[src/rtl/core/lru_page_replacement_top_assert.svh]
// assertion macros for the lru page replacement top level
`ifndef LRU_PAGE_REPLACEMENT_TOP_ASSERT_SVH
`define LRU_PAGE_REPLACEMENT_TOP_ASSERT_SVH

// same-cycle implication, checked outside reset
`define LRUPR_ASSERT_SAME(label, ante, cons) \
    label: assert property (@(posedge i_clk) disable iff (!i_rst_n) (ante) |-> (cons)) \
        else $error("lrupr assertion failed");

// next-cycle implication, checked outside reset
`define LRUPR_ASSERT_NEXT(label, ante, cons) \
    label: assert property (@(posedge i_clk) disable iff (!i_rst_n) (ante) |=> (cons)) \
        else $error("lrupr assertion failed");

`endif

[src/rtl/core/lrupr_pkg.sv]
`timescale 1ns / 1ps
`default_nettype none

package lrupr_pkg;

    localparam int FRAME_SLOTS = 16;
    localparam int SLOT_W      = $clog2(FRAME_SLOTS);
    localparam int PAGE_BITS   = 16;
    localparam int STAMP_W     = 32;
    localparam int CNT_W       = 32;
    localparam int CFG_W       = 5;
    localparam int ENTRY_W     = PAGE_BITS + STAMP_W;

    localparam logic [CFG_W-1:0] CFG_FRAMES_RESET = CFG_W'(4);
    localparam logic [CNT_W-1:0] CNT_MAX          = '1;

    typedef struct packed {
        logic                 found;
        logic [SLOT_W-1:0]    slot;
        logic                 ev_valid;
        logic [PAGE_BITS-1:0] ev_page;
    } t_scan_res;

    function automatic logic [CNT_W-1:0] sat_inc(input logic [CNT_W-1:0] v);
        logic [CNT_W-1:0] r;
        r = (v == CNT_MAX) ? v : v + CNT_W'(1);
        return r;
    endfunction

    // index of the last frame taking part, count clamped to 1..FRAME_SLOTS
    function automatic logic [SLOT_W-1:0] frames_last(input logic [CFG_W-1:0] f);
        logic [SLOT_W-1:0] r;
        if (f == '0) begin
            r = '0;
        end else if (32'(f) > FRAME_SLOTS) begin
            r = SLOT_W'(FRAME_SLOTS - 1);
        end else begin
            r = SLOT_W'(f - CFG_W'(1));
        end
        return r;
    endfunction

endpackage

`default_nettype wire

[src/rtl/core/lrupr_frame_ram.sv]
`timescale 1ns / 1ps
`default_nettype none

module lrupr_frame_ram #(
    parameter int DATA_W = 48,
    parameter int ADDR_W = 4
) (
    input  logic              i_clk,
    input  logic              i_we,
    input  logic [ADDR_W-1:0] i_waddr,
    input  logic [DATA_W-1:0] i_wdata,
    input  logic              i_re,
    input  logic [ADDR_W-1:0] i_raddr,
    output logic [DATA_W-1:0] o_rdata
);

    localparam int DEPTH = 1 << ADDR_W;

    logic [DATA_W-1:0] mem [DEPTH];
    logic [DATA_W-1:0] r_rdata;

    always_ff @(posedge i_clk) begin
        if (i_we) begin
            mem[i_waddr] <= i_wdata;
        end
    end

    always_ff @(posedge i_clk) begin
        if (i_re) begin
            r_rdata <= mem[i_raddr];
        end
    end

    assign o_rdata = r_rdata;

endmodule

`default_nettype wire

[src/rtl/core/lrupr_scan.sv]
`timescale 1ns / 1ps
`default_nettype none

module lrupr_scan (
    input  logic                             i_clk,
    input  logic                             i_rst_n,
    input  logic                             i_init,
    input  logic                             i_consume,
    input  logic [lrupr_pkg::SLOT_W-1:0]     i_idx,
    input  logic                             i_valid,
    input  logic [lrupr_pkg::PAGE_BITS-1:0]  i_page,
    input  logic [lrupr_pkg::STAMP_W-1:0]    i_stamp,
    input  logic [lrupr_pkg::PAGE_BITS-1:0]  i_req_page,
    output lrupr_pkg::t_scan_res             o_res
);

    logic                            r_found;
    logic                            r_empty;
    logic [lrupr_pkg::SLOT_W-1:0]    r_hit_slot;
    logic [lrupr_pkg::SLOT_W-1:0]    r_vic_slot;
    logic [lrupr_pkg::STAMP_W-1:0]   r_min;
    logic                            r_vic_valid;
    logic [lrupr_pkg::PAGE_BITS-1:0] r_vic_page;

    always_ff @(posedge i_clk) begin
        if (!i_rst_n) begin
            r_found <= 1'b0;
            r_empty <= 1'b0;
        end else if (i_init) begin
            r_found <= 1'b0;
            r_empty <= 1'b0;
        end else if (i_consume) begin
            // lowest matching frame wins
            if (!r_found && i_valid && (i_page == i_req_page)) begin
                r_found    <= 1'b1;
                r_hit_slot <= i_idx;
            end
            if (i_idx == '0) begin
                r_vic_slot  <= '0;
                r_min       <= i_stamp;
                r_vic_valid <= i_valid;
                r_vic_page  <= i_page;
            end else if (!r_empty) begin
                // first empty frame above frame 0 ends the victim search
                if (!i_valid) begin
                    r_empty     <= 1'b1;
                    r_vic_slot  <= i_idx;
                    r_vic_valid <= 1'b0;
                end else if (i_stamp < r_min) begin
                    r_min       <= i_stamp;
                    r_vic_slot  <= i_idx;
                    r_vic_valid <= 1'b1;
                    r_vic_page  <= i_page;
                end
            end
        end
    end

    assign o_res.found    = r_found;
    assign o_res.slot     = r_found ? r_hit_slot : r_vic_slot;
    assign o_res.ev_valid = !r_found && r_vic_valid;
    assign o_res.ev_page  = (!r_found && r_vic_valid) ? r_vic_page : '0;

endmodule

`default_nettype wire

[src/rtl/core/lru_page_replacement_top.sv]
// lru page replacement: one page reference per start, one result strobe per reference
// steps: the scan reads frames 0..n-1, n = frames (1..16), then drain and write precede the result strobe
// a new start is taken only when idle: busy stays high through scan, drain and write; one frame memory read per frame
// reset: synchronous active low; frames empty, counters zero, frames_in_use back to 4
// the result strobe lasts one cycle and cannot be stalled by the receiver
`timescale 1ns / 1ps
`default_nettype none

`include "lru_page_replacement_top_assert.svh"

module lru_page_replacement_top (
    input  logic                             i_clk,
    input  logic                             i_rst_n,
    input  logic                             start,
    output logic                             busy,
    input  logic [lrupr_pkg::PAGE_BITS-1:0]  i_page_number,
    input  logic                             i_restart,
    output logic                             o_result_valid,
    output logic                             o_hit,
    output logic [3:0]                       o_frame_index,
    output logic                             o_evicted_valid,
    output logic [15:0]                      o_evicted_page,
    output logic [31:0]                      o_hit_total,
    output logic [31:0]                      o_fault_total,
    input  logic                             i_cfg_valid,
    output logic                             o_cfg_ready,
    input  logic [lrupr_pkg::CFG_W-1:0]      i_cfg_data
);

    typedef enum logic [3:0] {
        S_IDLE  = 4'b0001,
        S_SCAN  = 4'b0010,
        S_DRAIN = 4'b0100,
        S_WRITE = 4'b1000
    } t_state;

    t_state                              r_state, n_state;
    logic [lrupr_pkg::CFG_W-1:0]         r_frames;
    logic [lrupr_pkg::FRAME_SLOTS-1:0]   r_valid;
    logic [lrupr_pkg::CNT_W-1:0]         r_ref, r_hits, r_faults;
    logic [lrupr_pkg::PAGE_BITS-1:0]     r_page;
    logic [lrupr_pkg::SLOT_W-1:0]        r_last;
    logic [lrupr_pkg::SLOT_W-1:0]        r_idx;
    logic [lrupr_pkg::SLOT_W-1:0]        r_didx;
    logic                                r_dv;
    logic                                r_out_stb;
    logic                                r_hit_q;
    logic [lrupr_pkg::SLOT_W-1:0]        r_slot_q;
    logic                                r_ev_valid_q;
    logic [lrupr_pkg::PAGE_BITS-1:0]     r_ev_page_q;
    logic [lrupr_pkg::CNT_W-1:0]         r_hit_tot_q, r_fault_tot_q;

    logic                                accept;
    logic                                cfg_wr;
    logic                                mem_re, mem_we;
    logic [lrupr_pkg::ENTRY_W-1:0]       mem_rdata;
    logic [lrupr_pkg::ENTRY_W-1:0]       mem_wdata;
    logic                                ent_valid;
    logic [lrupr_pkg::PAGE_BITS-1:0]     ent_page;
    logic [lrupr_pkg::STAMP_W-1:0]       ent_stamp;
    lrupr_pkg::t_scan_res                scan_res;

    assign busy        = (r_state != S_IDLE);
    assign accept      = start && !busy;
    assign o_cfg_ready = !busy;
    assign cfg_wr      = i_cfg_valid && o_cfg_ready;

    assign mem_re    = (r_state == S_SCAN);
    assign mem_we    = (r_state == S_WRITE);
    assign mem_wdata = {r_page, r_ref};

    lrupr_frame_ram #(
        .DATA_W (lrupr_pkg::ENTRY_W),
        .ADDR_W (lrupr_pkg::SLOT_W)
    ) u_frame_ram (
        .i_clk   (i_clk),
        .i_we    (mem_we),
        .i_waddr (scan_res.slot),
        .i_wdata (mem_wdata),
        .i_re    (mem_re),
        .i_raddr (r_idx),
        .o_rdata (mem_rdata)
    );

    // an empty frame reads as stamp zero
    assign ent_valid = r_valid[r_didx];
    assign ent_page  = mem_rdata[lrupr_pkg::ENTRY_W-1:lrupr_pkg::STAMP_W];
    assign ent_stamp = ent_valid ? mem_rdata[lrupr_pkg::STAMP_W-1:0] : '0;

    lrupr_scan u_scan (
        .i_clk      (i_clk),
        .i_rst_n    (i_rst_n),
        .i_init     (accept),
        .i_consume  (r_dv),
        .i_idx      (r_didx),
        .i_valid    (ent_valid),
        .i_page     (ent_page),
        .i_stamp    (ent_stamp),
        .i_req_page (r_page),
        .o_res      (scan_res)
    );

    always_comb begin
        n_state = r_state;
        unique case (r_state)
            S_IDLE: begin
                if (accept) n_state = S_SCAN;
            end
            S_SCAN: begin
                if (r_idx == r_last) n_state = S_DRAIN;
            end
            S_DRAIN: begin
                n_state = S_WRITE;
            end
            S_WRITE: begin
                n_state = S_IDLE;
            end
            default: begin
                n_state = S_IDLE;
            end
        endcase
    end

    always_ff @(posedge i_clk) begin
        if (!i_rst_n) begin
            r_state   <= S_IDLE;
            r_frames  <= lrupr_pkg::CFG_FRAMES_RESET;
            r_valid   <= '0;
            r_ref     <= '0;
            r_hits    <= '0;
            r_faults  <= '0;
            r_dv      <= 1'b0;
            r_out_stb <= 1'b0;
        end else begin
            r_state   <= n_state;
            r_dv      <= (r_state == S_SCAN);
            r_out_stb <= (r_state == S_WRITE);
            if (cfg_wr) begin
                r_frames <= i_cfg_data;
            end
            if (accept && i_restart) begin
                r_valid  <= '0;
                r_ref    <= '0;
                r_hits   <= '0;
                r_faults <= '0;
            end
            if (r_state == S_WRITE) begin
                r_valid[scan_res.slot] <= 1'b1;
                r_ref                  <= lrupr_pkg::sat_inc(r_ref);
                if (scan_res.found) begin
                    r_hits <= lrupr_pkg::sat_inc(r_hits);
                end else begin
                    r_faults <= lrupr_pkg::sat_inc(r_faults);
                end
            end
        end
    end

    // transaction payload and scan addressing
    always_ff @(posedge i_clk) begin
        if (accept) begin
            r_page <= i_page_number;
            r_last <= lrupr_pkg::frames_last(r_frames);
            r_idx  <= '0;
        end else if (r_state == S_SCAN) begin
            r_idx <= r_idx + lrupr_pkg::SLOT_W'(1);
        end
        r_didx <= r_idx;
        if (r_state == S_WRITE) begin
            r_hit_q      <= scan_res.found;
            r_slot_q     <= scan_res.slot;
            r_ev_valid_q <= scan_res.ev_valid;
            r_ev_page_q  <= scan_res.ev_page;
            r_hit_tot_q  <= scan_res.found ? lrupr_pkg::sat_inc(r_hits) : r_hits;
            r_fault_tot_q <= scan_res.found ? r_faults : lrupr_pkg::sat_inc(r_faults);
        end
    end

    assign o_result_valid  = r_out_stb;
    assign o_hit           = r_hit_q;
    assign o_frame_index   = 4'(r_slot_q);
    assign o_evicted_valid = r_ev_valid_q;
    assign o_evicted_page  = 16'(r_ev_page_q);
    assign o_hit_total     = 32'(r_hit_tot_q);
    assign o_fault_total   = 32'(r_fault_tot_q);

    `LRUPR_ASSERT_NEXT(a_write_strobes, r_state == S_WRITE, o_result_valid)
    `LRUPR_ASSERT_SAME(a_evict_on_fault, o_result_valid && o_evicted_valid, !o_hit)
    `LRUPR_ASSERT_SAME(a_frame_in_range, o_result_valid, r_slot_q <= r_last)
    `LRUPR_ASSERT_SAME(a_frame_marked, o_result_valid, r_valid[r_slot_q])

endmodule

`default_nettype wire

[config.mk]
export PLATFORM = sky130hd
export DESIGN_NAME = lru_page_replacement_top
export DESIGN_NICKNAME = d
export VERILOG_FILES = /design/src/rtl/core/lrupr_pkg.sv /design/src/rtl/core/lrupr_frame_ram.sv /design/src/rtl/core/lrupr_scan.sv /design/src/rtl/core/lru_page_replacement_top.sv
export VERILOG_INCLUDE_DIRS = /design/src /design/src/rtl/core
export SDC_FILE = /design/constraint.sdc
export NUM_CORES = 1
export LEC_CHECK = 0
export BUFFER_PORTS_ARGS = -buffer_cell sky130_fd_sc_hd__buf_2
export CORE_UTILIZATION = 40
export CTS_BUF_LIST = sky130_fd_sc_hd__clkbuf_2 sky130_fd_sc_hd__clkbuf_4 sky130_fd_sc_hd__clkbuf_8
export CTS_CLUSTER_DIAMETER = 50
export DETAILED_ROUTE_END_ITERATION = 8
export PLACE_DENSITY = 0.6
export SYNTH_ARGS = -nofsm -noshare
export SYNTH_HDL_FRONTEND = slang
export SYNTH_SLANG_ARGS = --single-unit
[constraint.sdc]
create_clock -name i_clk -period 19.12 [get_ports i_clk]
set_clock_uncertainty 0.15 [all_clocks]
set_input_delay 2.868 -clock i_clk [delete_from_list [all_inputs] [get_ports i_clk]]
set_output_delay 2.868 -clock i_clk [all_outputs]
set_load 0.01 [all_outputs]
After elaboration in Yosys (flattened, before gate mapping)
Memories as Yosys holds them, arrays and structs flattened. A register that Yosys moved wholly into a read port is not among the register bits.
Cells that the tools add are included.

cells by class
  bitwise logic cells = 4
  multiplexer cells = 45
  eq/ne operators = 15
  magnitude comparators = 5
  $add $sub $neg = 5
  reduce and logical (&&, ||, !) cells = 22

operators by type and width
  operator                 count
  $mux W32                 18
  $mux W16                 7
  $add A32 B1 Y32 const B  3
  $eq A32 B32 Y1 const B   3
  $lt A32 B32 Y1           1
  $mux W4                  7
  $eq A16 B16 Y1           1
  $or A16 B16 Y16          1
  $pmux W4 S3              1
  $lt A4 B5 Y1 const B     2
  $mux W1                  10
  $reduce_and A2 Y1        4
  $logic_and A1 B1 Y1      7
  $ne A2 B2 Y1 const B     3
  $reduce_and A6 Y1        1
  $reduce_bool A2 Y1       3
  $gt A5 B5 Y1 const B     1
  $logic_not A5 Y1         1
  $reduce_and A5 Y1        1
  $add A4 B1 Y4 const B    1
  $bmux W1 S4              1
  $demux W1 S4             1
  $eq A4 B1 Y1 const B     1
  $eq A4 B2 Y1 const B     1
  other kinds (13)         16

storage, ports and cells
  RAM bits = 768
  output and inout bits = 89
  input port bits = 26
  word-level logic and storage cells = 122
  flip-flop bits (word level) = 296
  memories = 1

memories
  memory           depth  bits a word  rd ports  clocked after memory_dff  wr ports  line                   source
  u_frame_ram.mem  16     48           1         1                         1         lrupr_frame_ram.sv:19  logic [DATA_W-1:0] mem [DEPTH];

Depth between registers and ports, before layout
Gate-level depths: netlist of run 1.

  depth after elaboration = 8
  mapped depth = 13
  mapped depth without buffers = 12

By module
Synthesis of run 1 repeated with hierarchy kept, for this count alone.

second synthesis, totals
  cell total of the unflattened synthesis = 2583
  area total of the unflattened synthesis = 44006.0 µm²

by module, submodules not included
  module                    cells each  instances  area each (µm²)  seq. area each (µm²)
  lrupr_frame_ram           1242        1          30171.4          24503.5
  lru_page_replacement_top  1106        1          10852.9          5805.6
  lrupr_scan                235         1          2981.6           1751.7

Worst setup path before layout of run 1
No wires, ideal clock.

  path type = input-to-reg
  start = input port i_rst_n
  end = register u_scan.r_min[0] (netlist name), enable pin
  arrival = 6.960 ns
  required time = 18.438 ns
  stages on the path = 3
  slack = 11.478 ns
  path buffers = 1
  setup time = 0.532 ns
  cell sequence = clkbuf_1 nand3_1 a221oi_1

between the ends
  longest elaborated chain between the ends = 1

RTL lines
  what                         line                            source
  start: declaration           lru_page_replacement_top.sv:13  input logic i_rst_n,
  $reduce_and A6 Y1 (no line)  n/a
  end signal: assignment       lrupr_scan.sv:40                r_min <= i_stamp;
  end signal: assignment       lrupr_scan.sv:50                r_min <= i_stamp;
  end: declaration             lrupr_scan.sv:21                logic [lrupr_pkg::STAMP_W-1:0] r_min;

Every way passes these cells.
A chain may end at the register's enable or synchronous reset.

Worst setup path in the final report of run 1
  start = register r_didx[0] (netlist name)
  end = register u_scan.r_min[26] (netlist name), enable pin

between the ends
  longest elaborated chain between the ends = 6
  elaborated cells between the ends (all ways) = 9
  classes of those cells = 1 x order compare; 1 x eq/ne; 3 x mux; 4 x reduce/logical

RTL lines
  what                           line                             source
  start: declaration             lru_page_replacement_top.sv:44   logic [lrupr_pkg::SLOT_W-1:0] r_didx;
  start signal: assignment       lru_page_replacement_top.sv:168  r_didx <= r_idx;
  $bmux W1 S4                    lru_page_replacement_top.sv:86   assign ent_valid = r_valid[r_didx];
  $mux W1 (not written as such)  lru_page_replacement_top.sv:86
  $mux W32                       lru_page_replacement_top.sv:88   assign ent_stamp = ent_valid ? mem_rdata[lrupr_pkg::STAMP_W-1:0] : '0;
  via ent_stamp, one bit         lru_page_replacement_top.sv:60   logic [lrupr_pkg::STAMP_W-1:0] ent_stamp;
  $lt A32 B32 Y1                 lrupr_scan.sv:49                 end else if (i_stamp < r_min) begin
  $reduce_bool A2 Y1 (no line)   n/a
  $reduce_and A6 Y1 (no line)    n/a

The timed path passes the listed nets, and every way through them passes these cells. The select of a mux whose other input is x is not followed.

==> flow_summary.ini, run 1 <==
[clock_tree]
htreeDepth = 4
cts_resized = 0
numCtsBuffers = 173
cts-root-buf = clkbuf_8
clkTransAtPathRegs_ns = 0.06
clock-sinks = 1112
clk_latency_ns = 0.84
cts_max_path_buffers = 3
postCtsHoldBufs = 0
post_cts_buffers = 0
cts_tree = yes

[setup_path]
cpMostUsedCell = buf_4
start_kind = flop
slowest_stage = a2111oi_0
critical_path.endpoint_type = flop
critPathKind = reg2reg
crit_family = compound AO/OA/AOI/OAI gates
cp_max_fo = 48
arrival_ns = 5.60
worstPathCellList = mux4_2 > mux2_2 > nor2_1 > a21oi_2 > buf_4 > and2_1 > ha_1 > a21oi_1 > o21ai_0 > a2111oi_0 > o211ai_1 > a31o_2 > a221oi_4 > buf_4
max_stage_delay_ns = 0.76
path_buf_inv = 2
critPathRequiredTime_ns = 19.42

[job]
drv_cap = 0

[die]
die_area_sq_mm = 0.111
num_rows = 121
initial_core_util = 0.404
die_x_microns = 334
core_area_sq_mm = 0.109
io_pins = 115
die_h_microns = 334

[timing]
tns_ns = 0
worst_pin_slew_ns = 1.16
setup_viol = 0
final_hold_viol_count = 0
rsz0062_at_grt = no
fin_crit_ns = 5.30
period_share = 0.277
slew_headroom = 0.227
fmax_mhz = 189
fin_ws_ns = 13.82
holdWs_ns = 0.311
drv_slew = 0

[final_layout]
fillCellCount = 9283
regArea_sq_mm = 0.0321
nets = 2722
multi_input_area_sq_mm = 0.0115
drive_gt1_frac = 0.262
area_growth_pct = 13.2

[drt]
vias = 23555
route.detailed.drc = 0
wl_per_cell_microns = 24.2
viasPerCell = 5.57
dr.pass1.iters = 5
drtIter0Drc = 2381
drtAntennaViolNets = 0
wl_microns = 102000

[synthesis]
syn_inst = 2446
syn_avg_cell_area_sq_um = 18.0
ys_async_sr_fraction = 0
ys_seq_elements = 1112
yosysWarnings = 0
syn_nets = 2508
netlist_area_sq_mm = 0.0441
ys_dominant_reg_cell = edfxtp_1
synth_edf_count = 979
ys_types = 80
yosysSeqAreaShare = 0.728

[grt]
met1_usage = 0.260
busiest_layer = met2
use_met3 = 0.0322
grtUsageTotal = 0.185
grt_pass1_vias = 24163
grt_use_met2 = 0.294
grt_max_degree = 138
antenna_found_initial = 3
gr-total-overflow = 0
grt_pass1_wl_microns = 153000

[power_and_ir_drop]
p_per_area_mw_per_mm2 = 95.0
vdd_drop_max_uv = 53.9
p_leak_uw = 0.0149

[min_path]
hold_class = reg2reg

[placed_design]
pre_cts_ws_ns = 13.89
numPortBuffers = 114
globalplace.congestion = 0.830
dp_hpwl_microns = 57000

[outcome]
outcome = finished clean
## cells in the mapped netlist (8+ instances only)
library cell	count	share of area
o31ai_1	24	0.0041
clkbuf_1	67	0.0057
o311ai_0	15	0.0030
o21ai_0	75	0.0085
xor2_1	49	0.0097
xnor2_1	48	0.0095
or3_1	17	0.0024
ha_1	36	0.010
and3_1	15	0.0021
nand2b_1	9	0.0013
nand4_1	35	0.0050
a21oi_1	61	0.0069
nor3_1	28	0.0032
and4_1	11	0.0022
nor2_1	102	0.0087
mux4_2	244	0.12
o21ai_1	8	0.00091
dfxtp_1	133	0.060
o211ai_1	10	0.0017
nand3_1	78	0.0089
and2_1	58	0.0082
a31oi_1	17	0.0024
inv_1	55	0.0047
buf_2	34	0.0039
edfxtp_1	979	0.67
nand2_1	115	0.0098
nor4_1	13	0.0018
mux2i_1	8	0.0018
## path summary, 6_finish.rpt
kind	start	endpoint	slack [ns]	cells past startpoint
worst max-delay path	r_didx[0]	u_scan.r_min[26]	13.82	14
worst max register to register	r_didx[0]	u_scan.r_min[26]	13.82	14
worst min register to register	u_frame_ram.o_rdata[44]	u_scan.r_vic_page[12]	0.31	0
worst min-delay path	u_frame_ram.o_rdata[44]	u_scan.r_vic_page[12]	0.31	0
## metrics by stage
stage               total power (uW)   util  instances  area, sq um
floorplan                       2760      -       2446        44100
global placement                2790  0.426       3899        46400
detailed placement              2790  0.426       3899        46400
CTS                             4790  0.458       4224        49900
global route                    4900  0.458       4227        49900
finish                          4740  0.458       4228        49900
## sequential cells by signal, indices dropped and copies added (netlist names), 5 cells and up
name                 count
r_ref                   32
r_valid                 16
r_hits                  32
u_frame_ram.mem        768
o_hit_total             32
o_fault_total           32
r_frames                 5
r_page                  16
u_scan.r_vic_page       16
u_scan.r_min            32
o_evicted_page          16
r_faults                32
u_frame_ram.o_rdata     48
## report_power, final
group	switching (uW)	internal, uW
logic	50.4	43.0
registers	20.7	2630
clock network	949	1050
## layout by cell type, fill, tap and decap left out, types with 17 or more instances in the layout
cell / Yosys / routed
a21oi_1: 61 / 60
and2_1: 58 / 58
buf_2: 34 / 114
buf_4: 3 / 35
clkbuf_4: 0 / 58
clkbuf_8: 0 / 178
clkinv_1: 0 / 46
clkinv_2: 0 / 22
dfxtp_1: 133 / 128
edfxtp_1: 979 / 979
ha_1: 36 / 36
inv_1: 55 / 55
mux4_2: 244 / 244
nand2_1: 115 / 115
nand3_1: 78 / 78
nand4_1: 35 / 35
nor2_1: 102 / 86
nor3_1: 28 / 27
o21ai_0: 75 / 75
o31ai_1: 24 / 24
or3_1: 17 / 17
xnor2_1: 48 / 48
xor2_1: 49 / 49
## final cells by class
type	instances	share of cell area
Clock inverter	89	0.0124
Multi-Input combinational cell	1166	0.230
Tap cell	1414	0.0355
Timing Repair Buffer	150	0.0171
Clock buffer	236	0.0578
Antenna cell	4	0.000201
Sequential cell	1112	0.643
Inverter	57	0.00439
## per-layer routing
layer | wire, microns | share of wire
met1 | 45500 | 0.44
met2 | 48800 | 0.48
met5 | 13 | 0.00013
met3 | 6210 | 0.061
met4 | 2010 | 0.020
## kinds of logic (layout without fill, tap and decap cells)
logic type,count (synthesis),count (layout),synth area share
other,0,4,0
multiplexers,256,256,0.128
AND/OR/NAND/NOR,524,524,0.0632
adder cells (fa/ha/maj),36,36,0.0102
buffers and inverters,168,532,0.0158
XOR/XNOR,97,97,0.0193
flip-flops,1112,1112,0.728
AO/OA/AOI/OAI,253,253,0.0363
Power figures use the tool's default switching activity.
==> inputs of run 2 (changes only) <==
--- a/config.mk
+++ b/config.mk
@@ -11,7 +11,7 @@
 export CTS_BUF_LIST = sky130_fd_sc_hd__clkbuf_2 sky130_fd_sc_hd__clkbuf_4 sky130_fd_sc_hd__clkbuf_8
 export CTS_CLUSTER_DIAMETER = 50
 export DETAILED_ROUTE_END_ITERATION = 8
-export PLACE_DENSITY = 0.6
+export PLACE_DENSITY = 0.62
 export SYNTH_ARGS = -nofsm -noshare
 export SYNTH_HDL_FRONTEND = slang
 export SYNTH_SLANG_ARGS = --single-unit
==> constraint.sdc (replaced) <==
create_clock -name i_clk -period 4.5 [get_ports i_clk]
set_clock_uncertainty 0.15 [all_clocks]
set_input_delay 0.675 -clock i_clk [delete_from_list [all_inputs] [get_ports i_clk]]
set_output_delay 0.675 -clock i_clk [all_outputs]
set_load 0.01 [all_outputs]
==> flow_summary.ini, run 2 (synthesis gave the netlist of run 1 again) <==
[die]
die_x_microns = 334
die_h_microns = 334
num_rows = 121
initial_core_util = 0.404
die_area_sq_mm = 0.111
io_pins = 115
core_area_sq_mm = 0.109

[drt]
route.detailed.drc = 0
drtIter0Drc = 2341
drtAntennaViolNets = 0
dr.pass1.iters = 5
wl_microns = 102000
wl_per_cell_microns = 23.9
vias = 23679
viasPerCell = 5.54

[timing]
fin_ws_ns = 0.258
slew_headroom = 0.182
fmax_mhz = 236
setup_viol = 0
final_hold_viol_count = 0
worst_pin_slew_ns = 1.22
drv_slew = 0
fin_crit_ns = 4.24
period_share = 0.943
rsz0062_at_grt = no

[setup_path]
arrival_ns = 4.59
cp_max_fo = 30
critical_path.endpoint_type = flop
slowest_stage = mux4_2
start_kind = flop
cpMostUsedCell = o211ai_1
crit_family = compound AO/OA/AOI/OAI gates
critPathKind = reg2reg
max_stage_delay_ns = 0.53
path_buf_inv = 2
critPathRequiredTime_ns = 4.85
worstPathCellList = mux4_2 > mux2_4 > nor2_2 > a21oi_2 > buf_4 > and2_1 > ha_1 > nor4_1 > o211ai_1 > a22oi_1 > o211ai_1 > a31o_2 > a221oi_4 > buf_12

[final_layout]
final_cell_mix = edfxtp_1 (979), mux4_2 (244), clkbuf_8 (195)
nets = 2774
stdcell_area_sq_mm = 0.0509
multi_input_area_sq_mm = 0.0116
largest_reg_flops = 768
drive_gt1_frac = 0.277
regArea_sq_mm = 0.0321
mostFrequentLayoutCell = edfxtp_1
area_growth_pct = 15.4
largest_register = u_frame_ram.mem
fillCellCount = 9136

[placed_design]
dp_hpwl_microns = 58300
placed_cell_area_sq_mm = 0.0469
pre_cts_ws_ns = 0.200
globalplace.congestion = 0.849
numPortBuffers = 114

[grt]
grt_pass1_wl_microns = 154000
grtUsageTotal = 0.184
grt_max_degree = 76
grt_pass1_vias = 24598
gr-total-overflow = 0
antenna_found_initial = 2

[clock_tree]
cts_max_path_buffers = 3
cts_tree = yes
cts-root-buf = clkbuf_8
clk_latency_ns = 0.83
clkTransAtPathRegs_ns = 0.06
htreeDepth = 4
post_cts_buffers = 0
numCtsBuffers = 179
clock-sinks = 1112

[power_and_ir_drop]
p_per_area_mw_per_mm2 = 403
vdd_drop_max_uv = 254
p_leak_uw = 0.0152

[job]
drv_cap = 0

[outcome]
outcome = finished clean

[min_path]
hold_class = in2reg
==> run 2: changes by cell type in the layout (fill, tap and decap cells not counted), moves of 3 or more <==
cell,change
a21oi_1,-3
a21oi_2,+3
and2_1,-9
and2_4,+9
buf_12,+18
clkbuf_4,-3
clkbuf_8,+17
clkinv_1,-10
dlygate4sd3_1,+26
ha_1,-8
ha_4,+8
==> run 2: path summary, 6_finish.rpt <==
path	startpoint	endpoint	slack, ns	cells past startpoint
worst max register to register	r_didx[0]	u_scan.r_min[6]	0.26	14
worst min-delay path	i_rst_n	u_scan.r_empty	0.09	2
worst max-delay path	r_didx[0]	u_scan.r_min[6]	0.26	14
worst min register to register	r_valid[0]	r_valid[0]	0.31	2
==> run 2: where the power goes <==
group          internal, uW  total, uW  switching, uW  leakage, uW
Combinational           210        447            236      0.00414
Sequential            11200      11200           82.2      0.00915
Clock                  4780       8790           4010      0.00195
Total                 16200      20500           4330       0.0152
==> run 2: layer usage <==
| metal | global-route usage | up-vias | part of all wire | wire length [microns] |
|---|---|---|---|---|
| met4 | 0.0608 | 0 | 0.021 | 2100 |
| met5 | 0 | - | 0 | 0 |
| met2 | 0.298 | 771 | 0.49 | 49600 |
| li1 | - | 10379 | - | - |
| met3 | 0.0286 | 135 | 0.053 | 5390 |
| met1 | 0.256 | 12394 | 0.44 | 44900 |
==> run 2: timing repair <==
item                       CTS  global route
hold endpoints to repair    21             0
gates resized for setup      0             2
setup endpoints to repair    0            18
hold buffers                26             0
==> run 2: cell type report <==
| class | count | area share |
|---|---|---|
| diodes | 2 | 0.0000984 |
| clock buffers | 250 | 0.0609 |
| clock inverters | 76 | 0.0113 |
| inverters | 57 | 0.00430 |
| multi-input cells | 1166 | 0.229 |
| flip-flops and latches | 1112 | 0.631 |
| well taps | 1414 | 0.0348 |
| repair buffers | 196 | 0.0293 |
==> run 2: per-stage QoR <==
stage                     std cells  setup TNS (ns)   util  hold slack, ns  power (uW)
after floorplan                2446           -9.37      -           0.179       11700
after global placement         3919               0  0.430           0.284       11900
after detailed placement       3919               0  0.430           0.293       11900
after CTS                      4271               0  0.467          0.0110       20700
after global routing           4273               0  0.467          0.0611       21200
final                          4273               0  0.467          0.0929       20500
==> inputs of run 3 (changes only) <==
--- a/config.mk
+++ b/config.mk
@@ -7,11 +7,14 @@
 export NUM_CORES = 1
 export LEC_CHECK = 0
 export BUFFER_PORTS_ARGS = -buffer_cell sky130_fd_sc_hd__buf_2
+export CELL_PAD_IN_SITES_DETAIL_PLACEMENT = 0
+export CELL_PAD_IN_SITES_GLOBAL_PLACEMENT = 1
 export CORE_UTILIZATION = 40
 export CTS_BUF_LIST = sky130_fd_sc_hd__clkbuf_2 sky130_fd_sc_hd__clkbuf_4 sky130_fd_sc_hd__clkbuf_8
 export CTS_CLUSTER_DIAMETER = 50
 export DETAILED_ROUTE_END_ITERATION = 8
-export PLACE_DENSITY = 0.62
+export GPL_ROUTABILITY_DRIVEN = 1
+export PLACE_DENSITY = 0.69
 export SYNTH_ARGS = -nofsm -noshare
 export SYNTH_HDL_FRONTEND = slang
 export SYNTH_SLANG_ARGS = --single-unit
==> flow_summary.ini, run 3 (synthesis gave the netlist of run 1 again) <==
[outcome]
outcome = finished clean

[die]
die_x_microns = 334
core_area_sq_mm = 0.109
die_h_microns = 334
io_pins = 115
initial_core_util = 0.404
num_rows = 121
die_area_sq_mm = 0.111

[setup_path]
rrSetupSlack_ns = 0.21
critPathRequiredTime_ns = 4.83
rr_worst_depth = 13
critPathKind = reg2reg
arrival_ns = 4.63
startpoint = r_didx[0]
critical_path.endpoint_type = flop
cp_max_fo = 39
reg2reg_to = u_scan.r_vic_page[3]
crit_end = u_scan.r_vic_page[3]
start_kind = flop
rr_startpoint = r_didx[0]

[final_layout]
largest_reg_flops = 768
drive_gt1_frac = 0.278
nets = 2773
final_cell_mix = edfxtp_1 (979), mux4_2 (244), clkbuf_8 (188)
mostFrequentLayoutCell = edfxtp_1
largest_register = u_frame_ram.mem
area_growth_pct = 15.4

[timing]
final_hold_viol_count = 0
worst_pin_slew_ns = 1.28
fin_crit_ns = 4.29
period_share = 0.954
fmax_mhz = 233
rsz0062_at_grt = no
setup_viol = 0
drv_slew = 0
fin_ws_ns = 0.206
slew_headroom = 0.144

[clock_tree]
clkTransAtPathRegs_ns = 0.06
clock-sinks = 1112
cts_resized = 0
cts_max_path_buffers = 3
numCtsBuffers = 175
cts-root-buf = clkbuf_8
htreeDepth = 4
clk_latency_ns = 0.84
cts_tree = yes

[power_and_ir_drop]
totalPowerFinal_uw = 20100
p_leak_uw = 0.0152
p_per_area_mw_per_mm2 = 396
p_int_uw = 15900
vdd_drop_max_uv = 261
switchingPower_uw = 4270
clockPowerShare = 0.419
seqPwrFrac = 0.558
switching_share = 0.212
p_comb_frac = 0.022

[grt]
grtUsageTotal = 0.185
grt_pass1_wl_microns = 154000
gr-total-overflow = 0
antenna_found_initial = 5
grt_pass1_vias = 24401
grt_max_degree = 64

[drt]
drtIter0Drc = 2298
dr.pass1.iters = 5
vias = 23622
viasPerCell = 5.53
wl_per_cell_microns = 24.0
wl_microns = 103000
route.detailed.drc = 0
drtAntennaViolNets = 0

[placed_design]
dp_hpwl_microns = 59700
globalplace.congestion = 0.819
pre_cts_ws_ns = 0.208
numPortBuffers = 114

[job]
drv_cap = 0

[min_path]
hold_class = in2reg
==> run 3: cell types whose count changed in the layout (fill, tap and decap cells not counted), sizes merged <==
cell / change
clkinv: -6
diode: +3
bufinv: -4
clkbuf: +4
buf: +3
clkinvlp: +1
inv: +1
==> run 3: per-stage QoR <==
stage                     cells  instance area [sq um]   util  hold WS (ns)  TNS (ns)
final                      4275                  50800  0.466         0.138         0
after global placement     3922                  47100  0.432         0.285         0
after global routing       4273                  50800  0.466         0.123         0
after floorplan            2446                  44300      -         0.179     -9.37
after detailed placement   3922                  47100  0.432         0.298         0
after CTS                  4270                  50800  0.466        0.0556         0
==> run 3: final cells by class <==
class                      instances  area (sq um)
fill                            9149         58200
sequential                      1112         32100
multi-input combinational       1166         11600
clock buffer                     254          3080
tap                             1414          1770
timing repair buffer             199          1640
clock inverter                    68           412
inverter                          57           219
antenna                            5          12.5
==> run 3: routing by layer <==
layer  part of all wire  vias up  GRT usage
li1                   -    10388          -
met1               0.43    12270      0.254
met2               0.49      813      0.301
met3              0.066      149     0.0388
met4              0.017        2     0.0498
met5            0.00013        -          0
==> run 3: worst max-delay path, stage by stage, from the launching register on <==
cell and delay, ns:
dfxtp_4 0.39, mux4_2 0.52, mux2_4 0.30, nor2_2 0.12
a21oi_2 0.11, and2_1 0.23, ha_1 0.31, nand3_2 0.10
nor2_1 0.05, a2111oi_0 0.58, o211ai_1 0.15, a31o_2 0.27
a221oi_4 0.33, buf_12 0.29
==> run 3: power groups by stage <==
| stage | combinational [uW] | sequential, uW | clock (uW) |
|---|---|---|---|
| 2_1_floorplan | 316 | 11400 | 0 |
| 6_report | 451 | 11200 | 8450 |
| 3_3_place_gp | 434 | 11500 | 0 |
| 3_5_place_dp | 440 | 11500 | 0 |
| 5_1_grt | 490 | 11200 | 9100 |
| 4_1_cts | 460 | 11200 | 8650 |
==> run 3: worst min path at each step <==
stage                            from           to  slack (ns)  cells past startpoint
after floorplan              r_idx[3]    r_didx[3]        0.18                      0
after global placement     r_valid[4]   r_valid[4]        0.28                      2
after detailed placement   r_valid[1]   r_valid[1]        0.30                      2
after CTS                 i_cfg_valid  r_frames[2]        0.06                      4
after global routing          i_rst_n  r_frames[2]        0.12                      3
final                     i_cfg_valid  r_frames[2]        0.14                      4
==> run 3: what timing repair did <==
item                      CTS  global route
hold buffers               26             0
hold endpoints to repair   21             0
buffers inserted            0             0
